==> src/rtl/spifcs_pkg.sv <==
`timescale 1ns / 1ps
// ----------------------------------------------------------------------------
// spifcs_pkg
// Types and constants for the SPI NOR flash command sequencer: word layouts,
// command and action codes, flash opcodes and the one-hot phase encoding.
// ----------------------------------------------------------------------------
package spifcs_pkg;

    // Input word: one serial tick, a command start or a program data byte
    typedef struct packed {
        logic [1:0]  action;
        logic [2:0]  command;
        logic [23:0] address;
        logic [23:0] count;
        logic [7:0]  write_byte;
        logic        miso;
    } t_in_word;

    // Result word: serial lines and status after the word has been applied
    typedef struct packed {
        logic        cs_n;
        logic        sclk;
        logic        mosi;
        logic        read_valid;
        logic [7:0]  read_byte;
        logic        need_byte;
        logic        busy_res;
        logic        done_res;
        logic        timed_out;
        logic [7:0]  maker_id;
        logic [15:0] part_id;
    } t_out_word;

    // Action codes
    localparam logic [1:0] ACT_TICK  = 2'd0;
    localparam logic [1:0] ACT_START = 2'd1;
    localparam logic [1:0] ACT_DATA  = 2'd2;

    // Command codes
    localparam logic [2:0] CMD_READ_ID      = 3'd0;
    localparam logic [2:0] CMD_SECTOR_ERASE = 3'd1;
    localparam logic [2:0] CMD_BLOCK_ERASE  = 3'd2;
    localparam logic [2:0] CMD_CHIP_ERASE   = 3'd3;
    localparam logic [2:0] CMD_PROGRAM      = 3'd4;
    localparam logic [2:0] CMD_READ         = 3'd5;

    // Flash opcodes
    localparam logic [7:0] OP_WREN        = 8'h06;
    localparam logic [7:0] OP_READ_STATUS = 8'h05;
    localparam logic [7:0] OP_READ_ID     = 8'h9F;
    localparam logic [7:0] OP_SECTOR_ERS  = 8'h20;
    localparam logic [7:0] OP_BLOCK_ERS   = 8'hD8;
    localparam logic [7:0] OP_CHIP_ERS    = 8'hC7;
    localparam logic [7:0] OP_PAGE_PROG   = 8'h02;
    localparam logic [7:0] OP_READ_DATA   = 8'h03;
    localparam logic [7:0] DUMMY_BYTE     = 8'hFF;

    // Configuration register indexes and reset values
    localparam logic       CFG_POLL_LIMIT = 1'b0;
    localparam logic       CFG_POLL_GAP   = 1'b1;
    localparam logic [19:0] POLL_LIMIT_RST = 20'd500000;
    localparam logic [19:0] POLL_GAP_RST   = 20'd1000;

    // Sequencer phases, one-hot
    typedef enum logic [12:0] {
        PH_IDLE      = 13'b0000000000001,
        PH_POLL_OP   = 13'b0000000000010,
        PH_POLL_RD   = 13'b0000000000100,
        PH_POLL_WAIT = 13'b0000000001000,
        PH_DESEL1    = 13'b0000000010000,
        PH_WREN      = 13'b0000000100000,
        PH_DESEL2    = 13'b0000001000000,
        PH_OPCODE    = 13'b0000010000000,
        PH_ADDR_H    = 13'b0000100000000,
        PH_ADDR_M    = 13'b0001000000000,
        PH_ADDR_L    = 13'b0010000000000,
        PH_DATA      = 13'b0100000000000,
        PH_NEED      = 13'b1000000000000
    } t_phase;

    // Opcode of each command
    function automatic logic [7:0] cmd_opcode(input logic [2:0] cmd);
        logic [7:0] op;
        unique case (cmd)
            CMD_READ_ID:      op = OP_READ_ID;
            CMD_SECTOR_ERASE: op = OP_SECTOR_ERS;
            CMD_BLOCK_ERASE:  op = OP_BLOCK_ERS;
            CMD_CHIP_ERASE:   op = OP_CHIP_ERS;
            CMD_PROGRAM:      op = OP_PAGE_PROG;
            CMD_READ:         op = OP_READ_DATA;
            default:          op = OP_READ_ID;
        endcase
        return op;
    endfunction

    // Phases that shift a byte on the bus
    function automatic logic is_byte_phase(input t_phase ph);
        return (ph == PH_POLL_OP) || (ph == PH_POLL_RD) || (ph == PH_WREN) ||
               (ph == PH_OPCODE) || (ph == PH_ADDR_H) || (ph == PH_ADDR_M) ||
               (ph == PH_ADDR_L) || (ph == PH_DATA);
    endfunction

endpackage

==> src/rtl/spi_flash_command_sequencer.sv <==
`timescale 1ns / 1ps
// ----------------------------------------------------------------------------
// spi_flash_command_sequencer
// Mode-0 SPI master that runs serial NOR flash commands (read id, erases,
// program, read), each opened by a busy poll and, for writes, write enable.
// ----------------------------------------------------------------------------
// Each input word is one step of the sequencer: a serial tick, a command
// start or a program data byte. One word is taken per clock cycle unless the
// output stalls; its result word (serial lines, status, received byte) is
// loaded into the output register at the same edge and shown the cycle after.
// Input ready falls only while the output register holds a word that is not
// taken. A bit on the SPI bus takes two tick words (clock high, then low).
// Configuration writes are always accepted; they belong only to idle periods,
// which the user must keep to, as the block itself does not enforce it.
// ----------------------------------------------------------------------------
module spi_flash_command_sequencer (
    input  logic                  i_clk,
    input  logic                  i_rst_n,
    input  logic                  i_in_valid,
    output logic                  o_in_ready,
    input  spifcs_pkg::t_in_word  i_in_data,
    output logic                  o_out_valid,
    input  logic                  i_out_ready,
    output spifcs_pkg::t_out_word o_out_data,
    input  logic                  i_cfg_valid,
    output logic                  o_cfg_ready,
    input  logic                  i_cfg_index,
    input  logic [19:0]           i_cfg_data
);
    import spifcs_pkg::*;

    // Sequencer state
    t_phase      r_phase,        n_phase;
    logic [2:0]  r_cur_cmd,      n_cur_cmd;
    logic [23:0] r_addr_hold,    n_addr_hold;
    logic [23:0] r_bytes_left,   n_bytes_left;
    logic [3:0]  r_bit_index,    n_bit_index;
    logic        r_clock_high,   n_clock_high;
    logic [7:0]  r_shift_out,    n_shift_out;
    logic [7:0]  r_shift_in,     n_shift_in;
    logic [19:0] r_poll_count,   n_poll_count;
    logic [19:0] r_gap_count,    n_gap_count;
    logic [8:0]  r_pending,      n_pending;
    logic [23:0] r_id_store,     n_id_store;
    logic        r_timed_out,    n_timed_out;
    logic [19:0] r_poll_limit;
    logic [19:0] r_poll_gap;

    // Output register
    logic        r_out_valid;
    t_out_word   r_out_data;
    t_out_word   w_result;

    // Step control
    logic        w_accept;
    logic        w_load;
    t_phase      w_load_phase;
    logic [7:0]  w_load_val;
    logic        w_finish;
    logic        w_next_data;
    logic        w_rd_valid;
    logic [7:0]  w_rd_byte;

    assign o_in_ready  = !r_out_valid || i_out_ready;
    assign w_accept    = i_in_valid && o_in_ready;
    assign o_cfg_ready = 1'b1;
    assign o_out_valid = r_out_valid;
    assign o_out_data  = r_out_data;

    // Next state for the accepted word
    always_comb begin
        n_phase      = r_phase;
        n_cur_cmd    = r_cur_cmd;
        n_addr_hold  = r_addr_hold;
        n_bytes_left = r_bytes_left;
        n_bit_index  = r_bit_index;
        n_clock_high = r_clock_high;
        n_shift_out  = r_shift_out;
        n_shift_in   = r_shift_in;
        n_poll_count = r_poll_count;
        n_gap_count  = r_gap_count;
        n_pending    = r_pending;
        n_id_store   = r_id_store;
        n_timed_out  = r_timed_out;
        w_load       = 1'b0;
        w_load_phase = PH_IDLE;
        w_load_val   = '0;
        w_finish     = 1'b0;
        w_next_data  = 1'b0;
        w_rd_valid   = 1'b0;
        w_rd_byte    = '0;

        unique case (i_in_data.action)
            ACT_TICK: begin
                if (is_byte_phase(r_phase)) begin
                    if (!r_clock_high) begin
                        // rising edge: sample MISO
                        n_clock_high = 1'b1;
                        if (i_in_data.miso) begin
                            n_shift_in[~r_bit_index[2:0]] = 1'b1;
                        end
                    end else begin
                        // falling edge: next bit, or the byte is complete
                        n_clock_high = 1'b0;
                        n_bit_index  = r_bit_index + 4'd1;
                        if (n_bit_index[3]) begin
                            unique case (r_phase)
                                PH_POLL_OP: begin
                                    w_load       = 1'b1;
                                    w_load_phase = PH_POLL_RD;
                                    w_load_val   = DUMMY_BYTE;
                                end
                                PH_POLL_RD: begin
                                    if (!r_shift_in[0]) begin
                                        n_phase = PH_DESEL1;
                                    end else begin
                                        n_poll_count = r_poll_count + 20'd1;
                                        if (n_poll_count >= r_poll_limit) begin
                                            n_timed_out = 1'b1;
                                            n_phase     = PH_DESEL1;
                                        end else if (r_poll_gap == '0) begin
                                            w_load       = 1'b1;
                                            w_load_phase = PH_POLL_RD;
                                            w_load_val   = DUMMY_BYTE;
                                        end else begin
                                            n_gap_count = r_poll_gap;
                                            n_phase     = PH_POLL_WAIT;
                                        end
                                    end
                                end
                                PH_WREN: n_phase = PH_DESEL2;
                                PH_OPCODE: begin
                                    if (r_cur_cmd == CMD_CHIP_ERASE) begin
                                        w_finish = 1'b1;
                                    end else if (r_cur_cmd == CMD_READ_ID) begin
                                        w_next_data = 1'b1;
                                    end else begin
                                        w_load       = 1'b1;
                                        w_load_phase = PH_ADDR_H;
                                        w_load_val   = r_addr_hold[23:16];
                                    end
                                end
                                PH_ADDR_H: begin
                                    w_load       = 1'b1;
                                    w_load_phase = PH_ADDR_M;
                                    w_load_val   = r_addr_hold[15:8];
                                end
                                PH_ADDR_M: begin
                                    w_load       = 1'b1;
                                    w_load_phase = PH_ADDR_L;
                                    w_load_val   = r_addr_hold[7:0];
                                end
                                PH_ADDR_L: begin
                                    if (r_cur_cmd == CMD_SECTOR_ERASE ||
                                        r_cur_cmd == CMD_BLOCK_ERASE ||
                                        r_bytes_left == '0) begin
                                        w_finish = 1'b1;
                                    end else begin
                                        w_next_data = 1'b1;
                                    end
                                end
                                PH_DATA: begin
                                    // id bytes land high byte first
                                    if (r_cur_cmd == CMD_READ_ID) begin
                                        if (r_bytes_left == 24'd3) begin
                                            n_id_store[23:16] = r_shift_in;
                                        end else if (r_bytes_left == 24'd2) begin
                                            n_id_store[15:8] = r_shift_in;
                                        end else begin
                                            n_id_store[7:0] = r_shift_in;
                                        end
                                    end else if (r_cur_cmd == CMD_READ) begin
                                        w_rd_valid = 1'b1;
                                        w_rd_byte  = r_shift_in;
                                    end
                                    n_bytes_left = r_bytes_left - 24'd1;
                                    if (n_bytes_left == '0) begin
                                        w_finish = 1'b1;
                                    end else begin
                                        w_next_data = 1'b1;
                                    end
                                end
                                default: w_finish = 1'b1;
                            endcase
                        end
                    end
                end else begin
                    unique case (r_phase)
                        PH_IDLE, PH_NEED: begin
                        end
                        PH_POLL_WAIT: begin
                            n_gap_count = r_gap_count - 20'd1;
                            if (n_gap_count == '0) begin
                                w_load       = 1'b1;
                                w_load_phase = PH_POLL_RD;
                                w_load_val   = DUMMY_BYTE;
                            end
                        end
                        PH_DESEL1: begin
                            w_load = 1'b1;
                            if (r_cur_cmd == CMD_SECTOR_ERASE || r_cur_cmd == CMD_BLOCK_ERASE ||
                                r_cur_cmd == CMD_CHIP_ERASE || r_cur_cmd == CMD_PROGRAM) begin
                                w_load_phase = PH_WREN;
                                w_load_val   = OP_WREN;
                            end else begin
                                w_load_phase = PH_OPCODE;
                                w_load_val   = cmd_opcode(r_cur_cmd);
                            end
                        end
                        PH_DESEL2: begin
                            w_load       = 1'b1;
                            w_load_phase = PH_OPCODE;
                            w_load_val   = cmd_opcode(r_cur_cmd);
                        end
                        default: begin
                            n_phase      = PH_IDLE;
                            n_clock_high = 1'b0;
                            n_bit_index  = '0;
                        end
                    endcase
                end
            end
            ACT_START: begin
                if (r_phase == PH_IDLE && i_in_data.command <= CMD_READ) begin
                    n_cur_cmd    = i_in_data.command;
                    n_addr_hold  = i_in_data.address;
                    n_bytes_left = (i_in_data.command == CMD_READ_ID) ? 24'd3
                                                                      : i_in_data.count;
                    n_poll_count = '0;
                    n_gap_count  = '0;
                    n_pending    = '0;
                    n_timed_out  = 1'b0;
                    w_load       = 1'b1;
                    w_load_phase = PH_POLL_OP;
                    w_load_val   = OP_READ_STATUS;
                end
            end
            ACT_DATA: begin
                if (r_phase == PH_NEED) begin
                    w_load       = 1'b1;
                    w_load_phase = PH_DATA;
                    w_load_val   = i_in_data.write_byte;
                end else if (r_phase != PH_IDLE && r_cur_cmd == CMD_PROGRAM) begin
                    n_pending = {1'b1, i_in_data.write_byte};
                end
            end
            default: begin
            end
        endcase

        // Next data byte: held program byte, wait for the host, or dummy
        if (w_next_data) begin
            if (r_cur_cmd == CMD_PROGRAM) begin
                if (r_pending[8]) begin
                    w_load       = 1'b1;
                    w_load_phase = PH_DATA;
                    w_load_val   = r_pending[7:0];
                    n_pending    = '0;
                end else begin
                    n_phase      = PH_NEED;
                    n_clock_high = 1'b0;
                end
            end else begin
                w_load       = 1'b1;
                w_load_phase = PH_DATA;
                w_load_val   = DUMMY_BYTE;
            end
        end

        // End of command
        if (w_finish) begin
            n_phase      = PH_IDLE;
            n_clock_high = 1'b0;
            n_bit_index  = '0;
        end

        // Start shifting a new byte
        if (w_load) begin
            n_phase      = w_load_phase;
            n_shift_out  = w_load_val;
            n_shift_in   = '0;
            n_bit_index  = '0;
            n_clock_high = 1'b0;
        end
    end

    // Result word from the updated state
    always_comb begin
        w_result.cs_n       = (n_phase == PH_IDLE) || (n_phase == PH_DESEL1) ||
                              (n_phase == PH_DESEL2);
        w_result.sclk       = n_clock_high;
        w_result.mosi       = is_byte_phase(n_phase) ? n_shift_out[~n_bit_index[2:0]] : 1'b0;
        w_result.read_valid = w_rd_valid;
        w_result.read_byte  = w_rd_byte;
        w_result.need_byte  = (n_phase == PH_NEED);
        w_result.busy_res   = (n_phase != PH_IDLE);
        w_result.done_res   = w_finish;
        w_result.timed_out  = n_timed_out;
        w_result.maker_id   = n_id_store[23:16];
        w_result.part_id    = n_id_store[15:0];
    end

    // State, configuration and output registers
    always_ff @(posedge i_clk) begin
        if (!i_rst_n) begin
            r_phase      <= PH_IDLE;
            r_cur_cmd    <= '0;
            r_addr_hold  <= '0;
            r_bytes_left <= '0;
            r_bit_index  <= '0;
            r_clock_high <= 1'b0;
            r_shift_out  <= '0;
            r_shift_in   <= '0;
            r_poll_count <= '0;
            r_gap_count  <= '0;
            r_pending    <= '0;
            r_id_store   <= '0;
            r_timed_out  <= 1'b0;
            r_poll_limit <= POLL_LIMIT_RST;
            r_poll_gap   <= POLL_GAP_RST;
            r_out_valid  <= 1'b0;
        end else begin
            if (w_accept) begin
                r_phase      <= n_phase;
                r_cur_cmd    <= n_cur_cmd;
                r_addr_hold  <= n_addr_hold;
                r_bytes_left <= n_bytes_left;
                r_bit_index  <= n_bit_index;
                r_clock_high <= n_clock_high;
                r_shift_out  <= n_shift_out;
                r_shift_in   <= n_shift_in;
                r_poll_count <= n_poll_count;
                r_gap_count  <= n_gap_count;
                r_pending    <= n_pending;
                r_id_store   <= n_id_store;
                r_timed_out  <= n_timed_out;
            end
            if (i_cfg_valid) begin
                if (i_cfg_index == CFG_POLL_LIMIT) begin
                    r_poll_limit <= i_cfg_data;
                end else begin
                    r_poll_gap <= i_cfg_data;
                end
            end
            if (w_accept) begin
                r_out_valid <= 1'b1;
            end else if (i_out_ready) begin
                r_out_valid <= 1'b0;
            end
        end
    end

    // Result payload, no reset needed
    always_ff @(posedge i_clk) begin
        if (w_accept) begin
            r_out_data <= w_result;
        end
    end

endmodule

==> config.mk <==
export PLATFORM = sky130hd
export DESIGN_NAME = spi_flash_command_sequencer
export DESIGN_NICKNAME = d
export VERILOG_FILES = /design/src/rtl/spifcs_pkg.sv /design/src/rtl/spi_flash_command_sequencer.sv
export SDC_FILE = /design/constraint.sdc
export NUM_CORES = 1
export LEC_CHECK = 0
export ABC_CLOCK_PERIOD_IN_PS = 5300
export BUFFER_PORTS_ARGS = -buffer_cell sky130_fd_sc_hd__buf_2
export CORE_UTILIZATION = 50
export DETAILED_ROUTE_END_ITERATION = 8
export PLACE_DENSITY = 0.69
export SLEW_MARGIN = 5
export SYNTH_ARGS = -nofsm -noshare
export SYNTH_HDL_FRONTEND = slang
export SYNTH_SLANG_ARGS = --single-unit
==> constraint.sdc <==
create_clock -name i_clk -period 5.3 [get_ports i_clk]
set_clock_uncertainty 0.15 [all_clocks]
set_input_delay 0.265 -clock i_clk [delete_from_list [all_inputs] [get_ports i_clk]]
set_output_delay 0.265 -clock i_clk [all_outputs]
set_load 0.02 [all_outputs]
After elaboration in Yosys (flattened, before gate mapping)
Index checks and enable logic that the tools add are counted.
- add/sub/neg operators: 4
- order comparisons: 5
- equality and inequality tests: 53
- mux-type cells: 161
- bitwise logic cells: 10
- reductions and logical operators: 53
- operator list (kind ; number):
    $mux 24 ; 12
    $mux 20 ; 14
    $mux 13 ; 17
    $mux 8 ; 24
    $pmux 20 s2 ; 2
    $pmux 8 s5 ; 2
    $mux 9 ; 8
    $pmux 8 s3 ; 3
    $pmux 11 s5 ; 1
    $mux 1 ; 50
    $eq 24x2->1 const B ; 2
    $logic_not 24->1 ; 2
    $pmux 24 s2 ; 1
    $logic_not 20->1 ; 2
    $pmux 13 s3 ; 1
    $eq 13x1->1 const B ; 2
    $eq 13x10->1 const B ; 2
    $eq 13x11->1 const B ; 2
    $eq 13x12->1 const B ; 2
    $eq 13x13->1 const B ; 2
    $eq 13x2->1 const B ; 2
    $eq 13x3->1 const B ; 2
    $eq 13x5->1 const B ; 2
    $eq 13x6->1 const B ; 2
    other kinds (59) ; 127
- register bits: 240
- input port bits: 88
- output and inout bits: 43
- word-level logic and storage cells: 314

Depth between registers and ports, before layout
- depth after elaboration: 23
- mapped depth: 21
- gate-level depth less buffers: 20

Worst setup path after synthesis
Ideal clock, no wire load.
- kind: register to register
- start point: register r_poll_count[2]
- end point: register r_out_data, in the netlist o_out_data[26] (data pin)
- library setup time: 0.265 ns
- data arrival time: 4.301 ns
- data required time: 4.885 ns
- path slack: 0.584 ns
- cell stages (with the launch flop): 21
- buffers on the path: 1
- clock period less this slack: 4.716 ns
- cell sequence: dfxtp_1 -> and3_1 -> and3_1 -> and3_1 -> and3_1 -> nand3_1 -> nor2_1 -> xor2_1 -> ha_1 -> a21o_1 -> a31oi_1 -> o2111a_1 -> o2111ai_1 -> a311oi_1 -> a21boi_1 -> and3_1 -> clkbuf_1 -> a21o_1 -> nor2_2 -> nand2_1 -> or3_1
- RTL lines (element ; RTL line ; RTL):
    start: declaration ; spi_flash_command_sequencer.sv:41 ; logic [19:0] r_poll_count, n_poll_count;
    start signal: assignment ; spi_flash_command_sequencer.sv:332 ; r_poll_count <= n_poll_count;
    end signal: assignment ; spi_flash_command_sequencer.sv:356 ; r_out_data <= w_result;
    end: declaration ; spi_flash_command_sequencer.sv:51 ; t_out_word r_out_data;

==> out/metrics.csv <==
stage,metric,value,unit
place,cell count after placement,2217,
synth,proportion of synthesized flip-flops having asynchronous set or reset,0,%
pwr,cell-internal power,3363,uW
synth,number of enable flip-flop cells after synthesis,40,
synth,distinct cell type count of the synthesized netlist,89,
worst_setup_path,crit path cell chain,and3_1 > and3_1 > and3_1 > and3_2 > nand3_4 > nor2_1 > xor2_1 > ha_1 > a21o_1 > a31oi_2 > o2111a_1 > o2111ai_2 > a311oi_2 > a21boi_1 > buf_4 > and3_2 > a21o_1 > nor2_2 > nand2_1 > or3_1,
worst_setup_path,category of the worst setup path capture point,register,
worst_setup_path,"delay-heaviest family, CP",simple AND/OR/NAND/NOR gates,
pwr,sw power,1376,uW
global_route,pin count of the biggest net entering global routing,76,
worst_setup_path,total number of cells along the worst setup path,20,
worst_hold_path,hold path startpoint,i_in_data[19],
pwr,Flop pwr share,42.2,%
timing,final count of negative-setup-slack endpoints,0,
detailed_routing,routed wire length,44.87,mm
global_route,total routing resource utilization after global routing,30.51,%
worst_setup_path,endpoint required time on the critical path,5.44,ns
detailed_routing,Antenna Nets Post-Route,0,
synth,sequential cell area fraction in the yosys report,36.53,%
die,num rows,61,
detailed_routing,remaining routing DRC violations,0,
worst_hold_path,Hold Path Cell Cnt,4,
worst_setup_path,startpoint kind of the worst setup timing path,register,
cells_and_area,final net count,2073,
place,number of port buffers,129,
clock_tree,worst-skew pair later-pin latency,0.54,ns
synth,post-synthesis net count,1921,
place,pre-CTS setup slack,0.07476,ns
global_route,global-route wire length before repair,70.52,mm
detailed_routing,first-pass iteration count of the detailed router,6,
synth,count of warnings emitted by yosys,0,
worst_setup_path,path depth of the worst reg2reg path,20,
cells_and_area,number of cells in the finished layout apart from fillers,2347,
flow_run,number of max-capacitance violations reported,0,
pwr,LEAKAGE,0.006650,uW
die,Initial Util,51.00,%
synth,Main synth FF type,sky130_fd_sc_hd__dfxtp_1,
clock_tree,clock slew seen by the registers of the worst setup and hold paths,0.06,ns
pwr,part of the power in the clock network,39.6,%
pwr,fraction of power spent switching nets,29.03,%
worst_setup_path,Crit path buffers/inverters,1,
cells_and_area,number of antenna diodes,0,
global_route,number of antenna violations at the first check in global routing,0,
timing,Worst Slack Setup Final,0.3283,ns
timing,total count of max-transition violations in the final report,0,
worst_setup_path,type of the worst setup path,register to register,
worst_setup_path,FF-to-FF End,o_out_data[26],
synth,synthesized instance count,1798,
worst_setup_path,dominant cell type by count on the critical path,sky130_fd_sc_hd__and3_1,
die,Die Footprint,0.02917,mm2
worst_setup_path,register-to-register setup slack,0.33,ns
place,half-perimeter wire length after placement,31.26,mm
die,core outline area,0.02793,mm2
detailed_routing,final routed wire length divided by cell count,19.12,um
cells_and_area,share of final-layout standard cells stronger than drive strength 1,14.58,%
cells_and_area,Layout Area Growth over Synthesis,19.03,%
detailed_routing,vias per inst,6.038,
worst_setup_path,master of the slowest instance on the critical path,sky130_fd_sc_hd__or3_1,
timing,unrepaired setup endpoints after global routing,false,
timing,highest attainable clock frequency,0.2011,GHz
die,y dimension of the die,170.8,um
clock_tree,TritonCTS clock tree,built,
worst_setup_path,RR Startpoint,r_poll_count[4],
clock_tree,clock tree buffer depth,3,
detailed_routing,Iteration-0 DRC Markers,1364,
worst_hold_path,class of the tightest hold or removal check,input port to register,
global_route,Congestion Overflow GR,0,
clock_tree,CTS Root Buffer Type,sky130_fd_sc_hd__clkbuf_16,
run_status,run status,finished clean,
pwr,power per standard cell area,279.4,mW/mm2
pwr,part of the power in combinational logic,18.2,%
global_route,number of global-route vias before repair,12930,
die,number of placed I/O pins,131,
timing,final worst-path cycle share,93.81,%
timing,Worst Max-Slew Pin Slew,1.169,ns
timing,Tmin final,4.972,ns
synth,mean post-synth cell area,7.924,um2
clock_tree,# clock sinks,240,
synth,Yosys reg bits,240,
worst_setup_path,crit-path max FO,13,
pwr,Peak VDD IR,0.0002361,V
synth,post-synth design cell area,0.01425,mm2
place,Routability Congestion,0.9972,
die,horizontal extent of the die,170.8,um
timing,Fin. Hold Viols,0,
worst_setup_path,crit-path max cell delay,0.38,ns
worst_setup_path,WP data arrival,5.11,ns
timing,relative slew slack,22.01,%
timing,accumulated negative setup slack,0,ns
clock_tree,number of levels the H-tree was split into,1,
detailed_routing,count of vias placed by the detailed router,14170,
worst_hold_path,"Endpoint, Worst Hold",r_bytes_left[10],
clock_tree,TritonCTS Buffers,27,
==> worst max-delay path by stage <==
stage	start	endpoint	slack, ns
floorplan	r_poll_count[2]	o_out_data[26]	0.58
global placement	r_poll_count[3]	o_out_data[37]	0.17
detailed placement	r_poll_count[3]	o_out_data[37]	0.07
CTS	r_poll_count[3]	o_out_data[37]	0.03
global route	r_poll_count[4]	o_out_data[37]	0.01
finish	r_poll_count[4]	o_out_data[26]	0.33
==> cell families (layout without fill, tap and decap cells) <==
family | Yosys count | in the layout | share of synthesized area (%)
flops | 240 | 240 | 36.53
xor+xnor | 38 | 38 | 2.336
fa+ha+maj | 35 | 35 | 3.074
buf+inv | 173 | 344 | 4.663
mux | 27 | 27 | 2.108
compound gates | 462 | 462 | 21.42
other cells | 1 | 1 | 0.02632
simple gates | 822 | 822 | 29.84
==> routing by layer <==
metal	share of wire, %	GRT usage (%)
met4	2.9	9.087
met2	45	49.62
met1	45	41.78
met3	6.9	4.349
met5	0	0
==> registers in the layout, summed over array words and instances, names as in the netlist, 4 cells and up <==
| register | cells |
|---|---|
| r_pending | 9 |
| r_shift_in | 8 |
| o_out_data | 40 |
| r_id_store | 24 |
| r_poll_gap | 20 |
| r_phase | 13 |
| r_poll_count | 20 |
| r_bytes_left | 24 |
| r_poll_limit | 20 |
| r_bit_index | 4 |
| r_shift_out | 8 |
| r_addr_hold | 24 |
| r_gap_count | 20 |
==> metrics by stage <==
stage                     hold slack [ns]  instance area [um2]  utilization (%)  total power [uW]
after floorplan                    0.2392                14250                -              2612
after global placement             0.3026                15180            54.33              2819
after detailed placement           0.3079                15180            54.33              2834
after CTS                        0.006425                16880            60.42              4757
after global routing              0.02486                16960            60.71              4934
final                             0.01702                16960            60.71              4739
==> power by group through the flow <==
stage / Sequential, uW / Clock, uW / Combinational (uW)
floorplan: 2030 / 0 / 577
global placement: 2030 / 0 / 785
detailed placement: 2040 / 0 / 798
CTS: 2000 / 1910 / 848
global route: 2010 / 1970 / 953
finish: 2000 / 1880 / 864
==> Yosys cell counts (11+ instances only) <==
cell	n	area share [%]
sky130_fd_sc_hd__nand2_1	235	6.2
sky130_fd_sc_hd__dfxtp_1	200	28
sky130_fd_sc_hd__nor2_1	174	4.6
sky130_fd_sc_hd__o21ai_0	116	4.1
sky130_fd_sc_hd__clkbuf_1	108	2.8
sky130_fd_sc_hd__a21oi_1	98	3.4
sky130_fd_sc_hd__a21boi_0	74	3.9
sky130_fd_sc_hd__nor2b_1	55	2.4
sky130_fd_sc_hd__and2_1	52	2.3
sky130_fd_sc_hd__inv_1	50	1.3
sky130_fd_sc_hd__nor3b_1	45	2.4
sky130_fd_sc_hd__nand3_1	44	1.5
sky130_fd_sc_hd__edfxtp_1	40	8.4
sky130_fd_sc_hd__nor3_1	37	1.3
sky130_fd_sc_hd__ha_1	35	3.1
sky130_fd_sc_hd__nor4_1	35	1.5
sky130_fd_sc_hd__nand4_1	28	1.2
sky130_fd_sc_hd__and3_1	25	1.1
sky130_fd_sc_hd__mux2_2	24	1.9
sky130_fd_sc_hd__a22oi_1	21	1.1
sky130_fd_sc_hd__xor2_1	21	1.3
sky130_fd_sc_hd__o211ai_1	19	1.0
sky130_fd_sc_hd__xnor2_1	17	1.0
sky130_fd_sc_hd__nand2b_1	15	0.66
sky130_fd_sc_hd__or3_1	15	0.66
sky130_fd_sc_hd__nor4b_1	13	0.80
sky130_fd_sc_hd__a21o_1	11	0.58
==> area by class of cell <==
| class | instances | area, um2 |
|---|---|---|
| multi-input combinational | 1385 | 8463 |
| tap | 378 | 473.0 |
| clock inverter | 12 | 98.84 |
| inverter | 50 | 187.7 |
| clock buffer | 36 | 802.0 |
| timing repair buffer | 246 | 1727 |
| sequential | 240 | 5207 |
| fill | 2596 | 10980 |
==> worst reg2reg max path, cell delays in order (launching register included) <==
cell                        delay, ns
sky130_fd_sc_hd__dfxtp_1         0.36
sky130_fd_sc_hd__and3_1          0.20
sky130_fd_sc_hd__and3_1          0.19
sky130_fd_sc_hd__and3_1          0.18
sky130_fd_sc_hd__and3_2          0.25
sky130_fd_sc_hd__nand3_4         0.12
sky130_fd_sc_hd__nor2_1          0.14
sky130_fd_sc_hd__xor2_1          0.21
sky130_fd_sc_hd__ha_1            0.28
sky130_fd_sc_hd__a21o_1          0.18
sky130_fd_sc_hd__a31oi_2         0.23
sky130_fd_sc_hd__o2111a_1        0.26
sky130_fd_sc_hd__o2111ai_2       0.21
sky130_fd_sc_hd__a311oi_2        0.36
sky130_fd_sc_hd__a21boi_1        0.13
sky130_fd_sc_hd__buf_4           0.22
sky130_fd_sc_hd__and3_2          0.26
sky130_fd_sc_hd__a21o_1          0.19
sky130_fd_sc_hd__nor2_2          0.12
sky130_fd_sc_hd__nand2_1         0.10
sky130_fd_sc_hd__or3_1           0.38
==> what timing repair did <==
| item | 4_1_cts | 5_1_grt |
|---|---|---|
| hold buffers | 80 | 0 |
| hold endpoints to repair | 99 | 0 |
| setup buffers | 0 | 2 |
| gates resized for setup | 0 | 17 |
| endpoints found under the setup margin | 0 | 22 |
==> placed cells by master (no fill, tap or decap), drive strengths merged, types with 21 or more instances in the layout <==
cell	count
a21boi	75
a21oi	98
a22oi	21
and2	52
and3	26
buf	166
clkbuf	36
dfxtp	200
dlygate4sd3	80
edfxtp	40
ha	35
inv	57
mux2	24
nand2	235
nand3	44
nand4	28
nor2	176
nor2b	55
nor3	38
nor3b	46
nor4	40
o21ai	122
xor2	21
Note: power is estimated with default switching activity, not from simulation.
